**config.mk**
```make
export PLATFORM = sky130hd
export DESIGN_NAME = signed_decimal_ascii_formatter
export DESIGN_NICKNAME = d
export VERILOG_FILES = /design/src/sv/sdaf_pkg.sv /design/src/sv/sdaf_front.sv /design/src/sv/sdaf_fifo.sv /design/src/sv/sdaf_back.sv /design/src/sv/signed_decimal_ascii_formatter.sv
export VERILOG_INCLUDE_DIRS = /design/src /design/src/sv
export SDC_FILE = /design/constraint.sdc
export NUM_CORES = 1
export LEC_CHECK = 0
export ABC_CLOCK_PERIOD_IN_PS = 17200
export BUFFER_PORTS_ARGS = -buffer_cell sky130_fd_sc_hd__buf_2
export CORE_ASPECT_RATIO = 0.5
export CORE_MARGIN = 5
export CORE_UTILIZATION = 32
export DETAILED_ROUTE_END_ITERATION = 16
export PLACE_DENSITY = 0.46
export SYNTH_ARGS = -nofsm -noshare
export SYNTH_HDL_FRONTEND = slang
export SYNTH_SLANG_ARGS = --single-unit
```
**constraint.sdc**
```tcl
create_clock -name clock -period 17.2 [get_ports clock]
set_clock_uncertainty 0.2 [all_clocks]
set_input_delay 2.58 -clock clock [delete_from_list [all_inputs] [get_ports clock]]
set_output_delay 2.58 -clock clock [all_outputs]
set_load 0.005 [all_outputs]
```
**src/sv/signed_decimal_ascii_formatter_assert.svh**
```systemverilog
// Assertion macros for the signed decimal ASCII formatter.
`ifndef SIGNED_DECIMAL_ASCII_FORMATTER_ASSERT_SVH
`define SIGNED_DECIMAL_ASCII_FORMATTER_ASSERT_SVH
`ifndef SYNTH
// Same-cycle implication.
`define SDAF_ASSERT_IMP(name, clk, rst, ante, cons) \
   name: assert property (@(posedge clk) disable iff (rst) (ante) |-> (cons)) \
      else $error("sdaf assertion failed");
// Next-cycle implication.
`define SDAF_ASSERT_NEXT(name, clk, rst, ante, cons) \
   name: assert property (@(posedge clk) disable iff (rst) (ante) |=> (cons)) \
      else $error("sdaf assertion failed");
`else
`define SDAF_ASSERT_IMP(name, clk, rst, ante, cons)
`define SDAF_ASSERT_NEXT(name, clk, rst, ante, cons)
`endif
`endif

```
**src/sv/sdaf_pkg.sv**
```systemverilog
// Shared types, constants and the power-of-ten table of the formatter.
`timescale 1ns / 1ps
`default_nettype none
package sdaf_pkg;

   localparam int VALUE_W     = 32;
   localparam int FRACT_W     = 4;
   localparam int CHAR_W      = 7;
   localparam int QUEUE_DEPTH = 2;
   localparam int QPTR_W      = $clog2(QUEUE_DEPTH);
   localparam int QCNT_W      = $clog2(QUEUE_DEPTH + 1);

   localparam logic [FRACT_W-1:0] MAX_FRACT = 4'd9;
   localparam logic [FRACT_W-1:0] TOP_POS   = 4'd9;

   localparam logic [CHAR_W-1:0] CHAR_MINUS = 7'h2D;
   localparam logic [CHAR_W-1:0] CHAR_POINT = 7'h2E;
   localparam logic [2:0]        CHAR_DIGIT_HI = 3'b011;

   // Classified word handed from front to back.
   typedef struct packed {
      logic                neg;
      logic [VALUE_W-1:0]  mag;
      logic [FRACT_W-1:0]  fract;
   } item_type;

   // 10^pos for the ten digit positions.
   function automatic logic [29:0] pow10(input logic [FRACT_W-1:0] pos);
      logic [29:0] r;
      case (pos)
         4'd0: r = 30'd1;
         4'd1: r = 30'd10;
         4'd2: r = 30'd100;
         4'd3: r = 30'd1000;
         4'd4: r = 30'd10000;
         4'd5: r = 30'd100000;
         4'd6: r = 30'd1000000;
         4'd7: r = 30'd10000000;
         4'd8: r = 30'd100000000;
         4'd9: r = 30'd1000000000;
         default: r = 30'd0;
      endcase
      return r;
   endfunction

endpackage
`default_nettype wire

```
**src/sv/sdaf_front.sv**
```systemverilog
// Front stage: takes a word, forms sign, magnitude and clamped digit count.
`timescale 1ns / 1ps
`default_nettype none
module sdaf_front
   import sdaf_pkg::*;
(
   input  wire logic                       clock,
   input  wire logic                       reset,
   input  wire logic                       start,
   output logic                            busy,
   input  wire logic signed [VALUE_W-1:0]  req_value,
   input  wire logic [FRACT_W-1:0]         req_fract_digits,
   input  wire logic                       q_full,
   output logic                            q_push,
   output item_type                        q_item
);

   logic     valid_ff, valid_in;
   item_type item_ff, item_in;
   logic     accept;
   logic [VALUE_W-1:0] raw;

   assign busy   = reset | (valid_ff & q_full);
   assign accept = start & ~busy;
   assign q_push = valid_ff & ~q_full;
   assign q_item = item_ff;

   // Classify: sign, unsigned magnitude, saturated fraction count
   always_comb begin
      raw          = VALUE_W'(req_value);
      item_in.neg  = raw[VALUE_W-1];
      item_in.mag  = raw[VALUE_W-1] ? (VALUE_W'(0) - raw) : raw;
      item_in.fract = (req_fract_digits > MAX_FRACT) ? MAX_FRACT : req_fract_digits;
      valid_in     = accept | (valid_ff & ~q_push);
   end

   always_ff @(posedge clock) begin
      if (reset) begin
         valid_ff <= 1'b0;
      end else begin
         valid_ff <= valid_in;
      end
   end

   always_ff @(posedge clock) begin
      if (accept) begin
         item_ff <= item_in;
      end
   end

endmodule
`default_nettype wire

```
**src/sv/sdaf_fifo.sv**
```systemverilog
// Short queue of classified words between front and back.
`timescale 1ns / 1ps
`default_nettype none
module sdaf_fifo
   import sdaf_pkg::*;
(
   input  wire logic      clock,
   input  wire logic      reset,
   input  wire logic      push,
   input  wire item_type  push_item,
   output logic           full,
   output logic           not_empty,
   input  wire logic      pop,
   output item_type       pop_item
);

   item_type            entry_ff [QUEUE_DEPTH];
   logic [QPTR_W-1:0]   wr_ptr_ff, wr_ptr_in;
   logic [QPTR_W-1:0]   rd_ptr_ff, rd_ptr_in;
   logic [QCNT_W-1:0]   count_ff, count_in;

   assign full      = (count_ff == QCNT_W'(QUEUE_DEPTH));
   assign not_empty = (count_ff != '0);
   assign pop_item  = entry_ff[rd_ptr_ff];

   // Pointer and fill count update
   always_comb begin
      wr_ptr_in = wr_ptr_ff;
      rd_ptr_in = rd_ptr_ff;
      count_in  = count_ff;
      if (push) begin
         wr_ptr_in = (wr_ptr_ff == QPTR_W'(QUEUE_DEPTH - 1)) ? '0 : wr_ptr_ff + 1'b1;
      end
      if (pop) begin
         rd_ptr_in = (rd_ptr_ff == QPTR_W'(QUEUE_DEPTH - 1)) ? '0 : rd_ptr_ff + 1'b1;
      end
      if (push & ~pop) begin
         count_in = count_ff + 1'b1;
      end else if (pop & ~push) begin
         count_in = count_ff - 1'b1;
      end
   end

   always_ff @(posedge clock) begin
      if (reset) begin
         wr_ptr_ff <= '0;
         rd_ptr_ff <= '0;
         count_ff  <= '0;
      end else begin
         wr_ptr_ff <= wr_ptr_in;
         rd_ptr_ff <= rd_ptr_in;
         count_ff  <= count_in;
      end
   end

   always_ff @(posedge clock) begin
      if (push) begin
         entry_ff[wr_ptr_ff] <= push_item;
      end
   end

endmodule
`default_nettype wire

```
**src/sv/sdaf_back.sv**
```systemverilog
// Back stage: walks the digit positions and emits one character per slot.
`timescale 1ns / 1ps
`default_nettype none
module sdaf_back
   import sdaf_pkg::*;
(
   input  wire logic        clock,
   input  wire logic        reset,
   input  wire logic        q_not_empty,
   input  wire item_type    q_item,
   output logic             q_pop,
   output logic             rsp_valid,
   output logic [CHAR_W-1:0] rsp_character,
   output logic             rsp_last
);

   typedef enum logic [1:0] {ST_IDLE, ST_SIGN, ST_POINT, ST_DIGIT} state_type;

   state_type           state_ff;
   logic                neg_ff;
   logic [VALUE_W-1:0]  mag_ff;
   logic [FRACT_W-1:0]  fract_ff;
   logic [FRACT_W-1:0]  pos_ff;
   logic                printing_ff;
   logic                rsp_valid_ff;
   logic [CHAR_W-1:0]   rsp_char_ff;
   logic                rsp_last_ff;

   logic [29:0]         scale;
   logic [33:0]         thr [10];
   logic [3:0]          digit;
   logic                show;
   logic [FRACT_W-1:0]  pos_dn;

   assign rsp_valid     = rsp_valid_ff;
   assign rsp_character = rsp_char_ff;
   assign rsp_last      = rsp_last_ff;

   // Point goes in front of the digit at position fract - 1
   function automatic logic point_before(input logic [FRACT_W-1:0] p,
                                         input logic [FRACT_W-1:0] f);
      return (f != '0) && (p == f - 1'b1);
   endfunction

   // Digit of the current position: compare against the nine multiples
   always_comb begin
      scale = pow10(pos_ff);
      digit = '0;
      for (int k = 0; k < 10; k++) begin
         thr[k] = 34'(scale) * 34'(k);
      end
      for (int k = 1; k < 10; k++) begin
         if ({2'b00, mag_ff} >= thr[k]) begin
            digit = 4'(k);
         end
      end
      show   = printing_ff | (digit != '0) | (pos_ff <= fract_ff);
      pos_dn = pos_ff - 1'b1;
   end

   // Next word taken when idle or on the units digit of the current one
   assign q_pop = q_not_empty &
                  ((state_ff == ST_IDLE) | ((state_ff == ST_DIGIT) & (pos_ff == '0)));

   // Sequencer with registered result outputs
   always_ff @(posedge clock) begin
      if (reset) begin
         state_ff     <= ST_IDLE;
         rsp_valid_ff <= 1'b0;
      end else begin
         rsp_valid_ff <= 1'b0;
         rsp_last_ff  <= 1'b0;
         if (q_pop) begin
            neg_ff      <= q_item.neg;
            mag_ff      <= q_item.mag;
            fract_ff    <= q_item.fract;
            printing_ff <= 1'b0;
         end
         unique case (state_ff)
            ST_IDLE: begin
               if (q_pop) begin
                  state_ff <= ST_SIGN;
               end
            end
            ST_SIGN: begin
               rsp_valid_ff <= neg_ff;
               rsp_char_ff  <= CHAR_MINUS;
               pos_ff       <= TOP_POS;
               state_ff     <= point_before(TOP_POS, fract_ff) ? ST_POINT : ST_DIGIT;
            end
            ST_POINT: begin
               rsp_valid_ff <= 1'b1;
               rsp_char_ff  <= CHAR_POINT;
               state_ff     <= ST_DIGIT;
            end
            ST_DIGIT: begin
               rsp_valid_ff <= show;
               rsp_char_ff  <= {CHAR_DIGIT_HI, digit};
               rsp_last_ff  <= (pos_ff == '0);
               if (pos_ff == '0) begin
                  state_ff <= q_pop ? ST_SIGN : ST_IDLE;
               end else begin
                  mag_ff      <= mag_ff - thr[digit][VALUE_W-1:0];
                  printing_ff <= show;
                  pos_ff      <= pos_dn;
                  state_ff    <= point_before(pos_dn, fract_ff) ? ST_POINT : ST_DIGIT;
               end
            end
            default: state_ff <= ST_IDLE;
         endcase
      end
   end

endmodule
`default_nettype wire

```
**src/sv/signed_decimal_ascii_formatter.sv**
```systemverilog
// Top level of the signed fixed-point decimal to ASCII formatter.
//
//   Channel   Ports                                     Handshake
//   request   req_value, req_fract_digits               start high while busy low
//   response  rsp_character, rsp_last                   rsp_valid strobe, one cycle
//
// Each word yields one character per cycle from the back sequencer: a sign slot,
// ten digit slots and a point slot when digits follow the point; suppressed
// characters use their slot. A word passes through the front register and the
// queue before it reaches the back; words stream without gaps. busy is high in reset
// and otherwise only while the front register and the two-word queue are full.
// Synchronous active-high reset empties front, queue and sequencer.
`timescale 1ns / 1ps
`default_nettype none
`include "signed_decimal_ascii_formatter_assert.svh"
module signed_decimal_ascii_formatter
   import sdaf_pkg::*;
(
   input  wire logic                       clock,
   input  wire logic                       reset,
   input  wire logic                       start,
   output logic                            busy,
   input  wire logic signed [VALUE_W-1:0]  req_value,
   input  wire logic [FRACT_W-1:0]         req_fract_digits,
   output logic                            rsp_valid,
   output logic [CHAR_W-1:0]               rsp_character,
   output logic                            rsp_last
);

   logic     q_full;
   logic     q_push;
   logic     q_pop;
   logic     q_not_empty;
   item_type push_item;
   item_type pop_item;
   logic     rsp_is_digit;
   logic     rsp_point;

   sdaf_front u_front (
      .clock            (clock),
      .reset            (reset),
      .start            (start),
      .busy             (busy),
      .req_value        (req_value),
      .req_fract_digits (req_fract_digits),
      .q_full           (q_full),
      .q_push           (q_push),
      .q_item           (push_item)
   );

   sdaf_fifo u_fifo (
      .clock     (clock),
      .reset     (reset),
      .push      (q_push),
      .push_item (push_item),
      .full      (q_full),
      .not_empty (q_not_empty),
      .pop       (q_pop),
      .pop_item  (pop_item)
   );

   sdaf_back u_back (
      .clock         (clock),
      .reset         (reset),
      .q_not_empty   (q_not_empty),
      .q_item        (pop_item),
      .q_pop         (q_pop),
      .rsp_valid     (rsp_valid),
      .rsp_character (rsp_character),
      .rsp_last      (rsp_last)
   );

   // Character classes seen by the checks below
   assign rsp_is_digit = (rsp_character >= {CHAR_DIGIT_HI, 4'd0}) &&
                         (rsp_character <= {CHAR_DIGIT_HI, 4'd9});
   assign rsp_point    = rsp_valid && (rsp_character == CHAR_POINT);

   // The final character of a word is always a digit
   `SDAF_ASSERT_IMP(a_last_is_digit, clock, reset, rsp_valid && rsp_last, rsp_is_digit)
   // A point is always followed at once by a fraction digit
   `SDAF_ASSERT_NEXT(a_point_then_digit, clock, reset, rsp_point, rsp_valid && rsp_is_digit)
   // A minus sign never ends a word
   `SDAF_ASSERT_IMP(a_minus_not_last, clock, reset, rsp_valid && (rsp_character == CHAR_MINUS), !rsp_last)
   // Stall toward the requester outside reset only with the queue full
   `SDAF_ASSERT_IMP(a_busy_needs_full, clock, reset, busy && !reset, q_full)

endmodule
`default_nettype wire
```
# Word level (Yosys, flattened, before mapping)

Memory sizes are Yosys's and may differ from the RTL's. A register that Yosys moved wholly into a read port is not among the register bits.
Cells that the tools add are included.

$add $sub $neg: 8
$mul: 5
Order comparisons: 12
Equal/unequal tests: 8
Muxes and demuxes: 38
Bitwise gates (word level): 19
Reduce and logical (&&, ||, !) cells: 13

Operator list:

| cell                  | number |
|---|---|
| $mux 32               | 5 |
| $bmux 34 s4           | 1 |
| $ge 32x33->1          | 4 |
| $mul 30x3->33 const B | 2 |
| $ge 32x32->1          | 2 |
| $mul 30x2->32 const B | 2 |
| $ge 32x34->1          | 1 |
| $mul 30x4->34 const B | 1 |
| $ge 32x30->1          | 1 |
| $ge 32x31->1          | 1 |
| $sub 1x32->32 const A | 1 |
| $sub 32x32->32        | 1 |
| $mux 31               | 1 |
| $pmux 7 s3            | 1 |
| $mux 4                | 4 |
| $mux 1                | 13 |
| $mux 2                | 6 |
| $mux 3                | 4 |
| $and 1x1->1           | 8 |
| $pmux 2 s4            | 1 |
| $pmux 4 s2            | 1 |
| $reduce_bool 4->1     | 2 |
| $sub 4x1->4 const B   | 2 |
| $eq 2x2->1 const B    | 3 |
| 22 further kinds      | 35 |

Register bits after elaboration: 95
Bits in writable memories: 74
ROM bits: 480
Input port bits: 39
Output and inout bits: 10
Logic and storage cells: 122
Memories kept: 2

Memories:

| memory           | words | bits a word | read ports | clocked after memory_dff | wr ports | RTL line        | text |
|---|---|---|---|---|---|---|---|
| (name not given) | 16    | 30          | 1          | 1                        | 0        | sdaf_pkg.sv:30  | `case (pos)` |
| u_fifo.entry_ff  | 2     | 37          | 1          | 1                        | 1        | sdaf_fifo.sv:17 | `item_type entry_ff [QUEUE_DEPTH];` |

# Depth between registers and ports, before layout

Gate-level depths: netlist of the first run.

Depth in word-level cells: 17
Depth in mapped cells: 47
Mapped depth without buffers: 45

# Modules after synthesis

Synthesis of the first run repeated with hierarchy kept, for this count alone.

Cells, all modules: 2632
Area, all modules: 23775.3 µm²

Modules (own cells, without submodules):

| module     | times used | cells each | area each (µm²) | seq. area each (µm²) |
|---|---|---|---|---|
| sdaf_back  | 1          | 2340       | 18940.7         | 1961.9 |
| sdaf_fifo  | 1          | 137        | 2887.8          | 2322.2 |
| sdaf_front | 1          | 155        | 1946.9          | 1131.1 |

# Worst setup path before layout of the first run

No wires, ideal clock.

Path type: flip-flop to flip-flop
From: register u_back.scale[4] (netlist name)
To: register u_back.mag_ff[30], data pin
Setup time: 267 ps
Arrival: 8498 ps
Required time: 16733 ps
Setup slack: 8236 ps
Stages on the path, launching flop included: 41
Path buffers: 2
Clock period less this slack: 8964 ps
Path through: dfxtp_1 > ha_1 > ha_1 > fa_1 > a211o_1 > a211oi_1 > nor4b_1 > or3_1 > a21oi_1 > o21bai_1 > a21oi_1 > xor2_1 > ha_1 > nand2_1 > nor3_1 > nand4_1 > a2111oi_0 > a221o_1 > [5 not listed] > nor2_1 > o21ba_2 > a21o_1 > fa_1 > nor2b_1 > o21ai_0 > a21boi_0 > o21ai_0 > a21oi_1 > o21ai_0 > a211o_1 > a21oi_1 > a21o_1 > a41o_1 > o41ai_1 > o31ai_1 > xnor2_1 > o21ai_0

Cells in the longest elaborated chain, start to end: 17
Elaborated cells on any way between the ends: 30
Classes of those cells: 1 x add/sub; 5 x mul; 9 x order compare; 14 x mux; 1 x bitwise

RTL lines:

| element                                                                | RTL line         | text |
|---|---|---|
| parallel branches: the longest is 11 deep, another holds $mul 30x2->32 | -                |  |
| $bmux 34 s4 *                                                          | sdaf_back.sv:103 | `mag_ff <= mag_ff - thr[digit][VALUE_W-1:0];` |
| $mux 32 (implied by the code) * (2 in series)                          | sdaf_back.sv:103 |  |
| $sub 32x32->32 *                                                       | sdaf_back.sv:103 |  |
| $mux 32 *                                                              | sdaf_back.sv:100 | `if (pos_ff == '0) begin` |
| $mux 32 *                                                              | sdaf_back.sv:79  | `unique case (state_ff)` |
| to (signal assigned)                                                   | sdaf_back.sv:75  | `mag_ff <= q_item.mag;` |
| to (signal assigned)                                                   | sdaf_back.sv:103 |  |
| to (decl)                                                              | sdaf_back.sv:21  | `logic [VALUE_W-1:0] mag_ff;` |

Every way passes the cells marked *. The select of a mux whose other input is x is not followed.
A chain may end at the register's enable or synchronous reset.

# Worst setup path in the final report of the first run

From: register u_back.scale[4] (netlist name)
To: register u_back.mag_ff[28], data pin

Cells in the longest elaborated chain, start to end: 17
Elaborated cells on any way between the ends: 30
Classes of those cells: 1 x add/sub; 5 x mul; 9 x order compare; 14 x mux; 1 x bitwise

RTL lines:

| element                                                                | RTL line |
|---|---|
| parallel branches: the longest is 11 deep, another holds $mul 30x2->32 | - |
| $bmux 34 s4 *                                                          | sdaf_back.sv:103 |
| $mux 32 (implied by the code) * (2 in series)                          | sdaf_back.sv:103 |
| $sub 32x32->32 *                                                       | sdaf_back.sv:103 |
| $mux 32 *                                                              | sdaf_back.sv:100 |
| $mux 32 *                                                              | sdaf_back.sv:79 |

Marks and branches as above.

==> results by group, run 1 <==
CTS
  • Worst-Skew Late Latency: between 0.4 and 0.5 ns
  • Total CTS buffers: 17
  • Clk sinks: roughly 190
  • Hold-fix buffers, CTS: 0
  • Root Driver: clkbuf_16
  • Worst-path clk slew: 0.08 ns
  • Post-CTS Setup Bufs: 0
  • CTS tree: yes
  • Post_cts resized: 0
  • Clock buffer depth: 2
  • Htree depth: 4

STA
  • RSZ-0062 raised after global routing: no
  • Setup TNS Final: 0 ns
  • Pins Over Slew Limit: 0
  • Worst-Margin Slew: 1.15 ns
  • Final worst path period need: between 10 and 15 ns
  • Final Hold Viols: 0
  • Final setup vio count: 0
  • Post-route clock period utilization: 0.683
  • Maximum clock frequency: between 0.08 and 0.09 GHz
  • Slew headroom: 0.225

Synthesis
  • Compound-Gate Fraction of Synth Area: 0.243
  • XOR/XNOR Fraction of Synth Area: 0.0592
  • Synth area leader: ha_1
  • Largest family of logic cells by synthesized area: adder cells
  • Mean area per synthesized cell: approximately 8.8 um2
  • Post-Synth Adder-Cell Area: 0.256
  • Synth top area cells: ha_1 23%, edfxtp_1 20%, a21oi_1 4.7%, o21ai_0 3.9%, xnor2_1 3.8%
  • Post-synth top area share: 0.232
  • Sequential area share after synthesis: 0.232
  • Top-count cell post-synth: ha_1
  • Cell variety after synth: 93
  • #FFs+latches synth: about 190
  • Ys Warns: 0
  • Mux cell area share after synthesis: 0.0245
  • Async SR Flop Fraction: 0
  • Most frequent cells after synthesis: 433 x ha_1, 221 x a21oi_1, 194 x nand2_1
  • Most used flip-flop cell after synthesis: edfxtp_1
  • Post-Syn Area: 23400 um2
  • EDFF count, synth: roughly 160
  • Post-Syn Nets: between 3000 and 4000
  • Post-synthesis instance total: 2650
  • Post-Synth Simple-Gate Area: 0.151

Critical path
  • Crit-path max cell delay: about 0.76 ns
  • Setup crit start kind: register
  • Arr. time, crit path: between 10 and 15 ns
  • Setup crit end kind: register
  • R2R Setup Slk: around 5.4 ns
  • Worst EP required: approximately 17 ns
  • CP dominant cell by count: o21ai_0
  • Cell depth of the worst flop-to-flop path: 40
  • CP bufs+invs: 1
  • Reg2reg start: u_back.scale[4]
  • Critical path start-end classification: reg2reg
  • Crit-path leading delay family: compound AO/OA/AOI/OAI gates
  • Slowest cell on the critical path: a2111oi_0
  • FF-to-FF End: u_back.mag_ff[28]
  • Max FO, Critical Path: 22

Place
  • Post-DP HPWL: around 64000 um
  • GPL Wtd Cong: a little under 1
  • PortBufs: 46

Route
  • Drt wl/cell: around 22 um
  • Drt pass-1 iters: 5
  • Via-to-Cell Ratio: around 5.6
  • Starting DRT DRC Count: ~1800
  • ANT nets after route: 0
  • Detailed-route via count: 20700
  • Routed WL: about 80000 um
  • DRC: 0

Global route
  • Total gr overflow: 0
  • First-pass GRT wire length: between 100000 and 150000 um
  • Number of global-route vias before repair: between 15000 and 20000
  • Initial antenna violation count: 1
  • Largest net degree at the start of global routing: 68
  • Total global routing track utilization: 0.197

Hold path
  • Hold Crit Endpoint: u_fifo.entry_ff[0][4]
  • HP Start: u_front.q_item[4]
  • Hold Path Cell Cnt: 0
  • Worst min path class: reg2reg

Layout
  • Number of diodes: 0
  • Layout cell share with drive strength beyond 1: 0.0725
  • Area delta synth->final: 8.46%
  • Fillers: 7614
  • Nets: ~3200

Die
  • Die W: around 390 um
  • IO Count: just under 50
  • Full die area: roughly 80000 um2
  • CORE AREA: 72700 um2
  • Vert. Die Dim: between 200 and 250 um
  • Row Count: 70
  • Starting density of the core: 0.321

Run status
  • Outcome: finished, final reports clean

Flow run
  • Max_cap viols: 0
how the worst max path moves through the flow:
stage                     slack (ns)       startpoint                end  depth (start not counted)
after floorplan                 8.24  u_back.scale[4]  u_back.mag_ff[30]                         40
after global placement          5.62  u_back.scale[4]  u_back.mag_ff[28]                         40
after CTS                       5.60  u_back.scale[4]  u_back.mag_ff[28]                         40
final                           5.45  u_back.scale[4]  u_back.mag_ff[28]                         40
after detailed placement        5.68  u_back.scale[4]  u_back.mag_ff[28]                         40
after global routing            4.78  u_back.scale[4]  u_back.mag_ff[28]                         40
final cells by class:
type                            count  area, um2  area share
Multi-Input combinational cell   2265      17200       0.679
Sequential cell                   191       5420       0.214
Inverter                          122        458      0.0181
Clock inverter                     14        145     0.00573
Clock buffer                       18        429      0.0169
Tap cell                          972       1220      0.0480
Timing Repair Buffer               79        478      0.0189
flip-flops by register name, indices dropped and copies added (netlist names), 2 cells and up, named ones only:
name,count
u_back.fract_ff,4
u_back.mag_ff,32
u_back.pos_ff,4
u_back.rsp_character,5
u_back.scale,23
u_back.state_ff,2
u_fifo.count_ff,2
u_fifo.entry_ff,74
u_front.q_item,37
layout by cell type, fill, tap and decap left out, types with 10 or more instances in the layout:
master | Yosys | final
a211o_1 | 18 | 18
a211oi_1 | 41 | 40
a21o_1 | 95 | 94
a21oi_1 | 221 | 219
a31oi_1 | 25 | 25
and2_1 | 10 | 10
and3_1 | 16 | 15
buf_2 | 12 | 46
buf_4 | 8 | 33
clkbuf_16 | 0 | 17
dfxtp_1 | 32 | 31
edfxtp_1 | 159 | 159
fa_1 | 28 | 28
ha_1 | 433 | 433
inv_1 | 120 | 120
mux2_2 | 10 | 10
mux2i_1 | 46 | 46
nand2_1 | 194 | 193
nand2b_1 | 41 | 41
nand3_1 | 72 | 72
nand4_1 | 37 | 37
nor2_1 | 184 | 181
nor2b_1 | 28 | 28
nor3_1 | 49 | 48
nor4_1 | 11 | 11
o211ai_1 | 65 | 65
o21a_1 | 33 | 33
o21ai_0 | 184 | 184
o21bai_1 | 17 | 17
o31ai_1 | 28 | 28
or2_2 | 28 | 28
or3_1 | 29 | 29
xnor2_1 | 102 | 102
xor2_1 | 56 | 56
routing by layer:
layer	track usage	part of all wire	vias to the layer above
li1	-	-	10100
met1	0.313	0.53	9970
met2	0.280	0.40	559
met3	0.0220	0.056	57
met4	0.0453	0.019	0
met5	0	0	-
logic make-up (layout without fill, tap and decap cells):
group	after synthesis	after routing
adder cells (fa/ha/maj)	461	461
AO/OA/AOI/OAI	859	859
other	2	2
XOR/XNOR	158	158
buffers and inverters	194	233
AND/OR/NAND/NOR	729	729
flip-flops	191	191
multiplexers	56	56
worst register-to-register path, delay by kind of cell (launching register included):
family	cells	cell delay [ns]
compound gates	24	6.67
simple gates	8	1.64
fa+ha+maj	5	1.50
xor+xnor	2	0.41
flops	1	0.75
buf+inv	1	0.32
through the flow:
step	instance area (um2)	std cells	hold slack (ns)	setup slack, ns	util
final	25300	3661	0.245	5.45	0.348
after global placement	24800	3629	0.222	5.62	0.341
after global routing	25300	3661	0.258	4.78	0.348
after detailed placement	24800	3629	0.230	5.68	0.341
after floorplan	23400	2650	0.221	8.24	-
after CTS	25300	3661	0.248	5.60	0.348
Power of run 1 is not shown: default switching activity piles up to over one toggle a cycle in this logic, so the estimate is an artifact.
==> inputs of run 2 (changes only) <==
ABC_CLOCK_PERIOD_IN_PS = 10000   (was 17200)
PLACE_DENSITY = 0.48   (was 0.46)
clock period = 10 ns   (was 17.2 ns; I/O delays follow)
==> results by group, run 2 (synthesized netlist as in run 1, its figures left out) <==
CTS
  • Clock buffer depth: 2 (unchanged)
  • Root Driver: clkbuf_16 (unchanged)
  • Htree depth: 4 (unchanged)
  • Worst-Skew Late Latency: 0.46 ns (was 0.45 ns)
  • Hold-fix buffers, CTS: 0 (unchanged)
  • CTS tree: yes (unchanged)
  • Total CTS buffers: 17 (unchanged)
  • Worst-path clk slew: 0.08 ns (about the same)
  • Clk sinks: 191 (unchanged)

Route
  • Drt wl/cell: 21.7 um (about the same)
  • Starting DRT DRC Count: 1871 (was 1849)
  • Routed WL: 84700 um (was 79600 um)
  • Via-to-Cell Ratio: 5.61 (was 5.65)
  • Detailed-route via count: 21900 (was 20700)
  • ANT nets after route: 0 (unchanged)
  • DRC: 0 (unchanged)
  • Drt pass-1 iters: 5 (unchanged)

Hold path
  • Worst min path class: reg2reg (unchanged)

STA
  • Maximum clock frequency: 0.105 GHz (was 0.0851 GHz)
  • RSZ-0062 raised after global routing: no (unchanged)
  • Final worst path period need: 9.56 ns (was 11.75 ns)
  • Final setup vio count: 0 (unchanged)
  • Worst-Margin Slew: 1.12 ns (was 1.15 ns)
  • Post-route clock period utilization: 0.956 (was 0.683)
  • Hold Slack: 0.247 ns (was 0.245 ns)
  • Final Hold Viols: 0 (unchanged)
  • Setup TNS Final: 0 ns (unchanged)
  • Pins Over Slew Limit: 0 (unchanged)
  • Slew headroom: 0.250 (was 0.225)
  • Worst Setup Slack, final: 0.439 ns (was 5.45 ns)

Global route
  • First-pass GRT wire length: 127000 um (was 121000 um)
  • Total global routing track utilization: 0.209 (was 0.197)
  • Number of global-route vias before repair: 21200 (was 20000)
  • GR Layer Usage met1: 0.327 (was 0.313)
  • GR Layer Usage met2: 0.295 (was 0.280)
  • Largest net degree at the start of global routing: 67 (was 68)
  • Initial antenna violation count: 2 (was 1)
  • Total gr overflow: 0 (unchanged)
  • Met3 usage: 0.0403 (was 0.0220)
  • GRT busiest layer: met1 (unchanged)

Flow run
  • Max_cap viols: 0 (unchanged)

Layout
  • Layout cell share with drive strength beyond 1: 0.157 (was 0.0725)
  • Most common cell after layout, fill and taps aside: ha_1 (unchanged)
  • Largest Register: u_fifo.entry_ff (unchanged)
  • Commonest non-fill, non-tap cells in the layout: 432 x ha_1, 262 x buf_4, 216 x a21oi_1 (was 433 x ha_1, 219 x a21oi_1, 193 x nand2_1)
  • Final core occ: 0.376 (was 0.348)
  • Largest register FFs: 74 (unchanged)
  • Area delta synth->final: 17.0% (was 8.46%)
  • Fillers: 7498 (was 7614)
  • Number of diodes: 0 (unchanged)
  • Nets: 3415 (was 3176)

Critical path
  • Setup crit start kind: register (unchanged)
  • Setup crit end kind: register (unchanged)
  • Critical path start-end classification: reg2reg (unchanged)
  • Max FO, Critical Path: 15 (was 22)
  • Slowest cell on the critical path: fa_1 (was a2111oi_0)
  • R2R Setup Slk: 0.44 ns (was 5.45 ns)
  • Arr. time, crit path: 9.54 ns (was 11.72 ns)
  • Crit-path max cell delay: 0.56 ns (was 0.76 ns)
  • CP dominant cell by count: a21oi_1 (was o21ai_0)
  • Worst EP required: 9.97 ns (was 17.17 ns)

Die
  • Die W: 392 um (unchanged)
  • Row Count: 70 (unchanged)
  • CORE AREA: 72700 um2 (unchanged)
  • IO Count: 49 (unchanged)
  • Starting density of the core: 0.321 (unchanged)
  • Vert. Die Dim: 201 um (unchanged)
  • Full die area: 78800 um2 (unchanged)

Place
  • Pre-CTS setup slack: -0.143 ns (was 5.68 ns)
  • Post-DP HPWL: 69300 um (was 64300 um)
  • PortBufs: 46 (unchanged)
  • GPL Wtd Cong: 0.917 (was 0.986)

Run status
  • Outcome: finished, final reports clean (unchanged)
-- run 2: metrics by stage --
stage | cells | cell area [um2]
after CTS | 3893 | 27200
after global placement | 3860 | 26600
after floorplan | 2650 | 23400
after detailed placement | 3860 | 26600
final | 3900 | 27300
after global routing | 3900 | 27300
-- run 2: path summary, 6_finish.rpt --
check,start,endpoint,depth (start not counted)
hold / removal,u_front.q_item[36],u_fifo.entry_ff[0][36],0
setup / recovery,u_back.scale[14],u_back.mag_ff[27],42
hold reg to reg,u_front.q_item[36],u_fifo.entry_ff[0][36],0
setup reg to reg,u_back.scale[14],u_back.mag_ff[27],42
-- run 2: cell type report --
type,instances,area [um2],share of cell area
multi-input combinational,2265,17300,0.633
sequential,191,5420,0.198
timing repair buffer,318,2370,0.0866
tap,972,1220,0.0445
inverter,122,462,0.0169
clock buffer,17,425,0.0156
clock inverter,15,145,0.00531
-- run 2: worst max-delay path, delay by kind of cell, from the launching register on --
| kind | cells | cell delay (ns) |
|---|---|---|
| buf+inv | 5 | 0.80 |
| simple gates | 8 | 1.42 |
| xor+xnor | 2 | 0.42 |
| flops | 1 | 0.41 |
| compound gates | 23 | 4.54 |
| fa+ha+maj | 4 | 1.48 |
-- run 2: routing by layer --
layer  wire length (um)  up-vias
li1                   -    10600
met1              43800    10600
met2              33000      641
met3               6320       77
met4               1500        2
met5                 13        -
-- run 2: what timing repair did --
action / in CTS / in global routing
setup endpoints to repair: 5 / 18
resized for setup: 4 / 40
pin swaps: 1 / 15
setup buffers: 1 / 7
Power of run 2 is left out for the same reason.
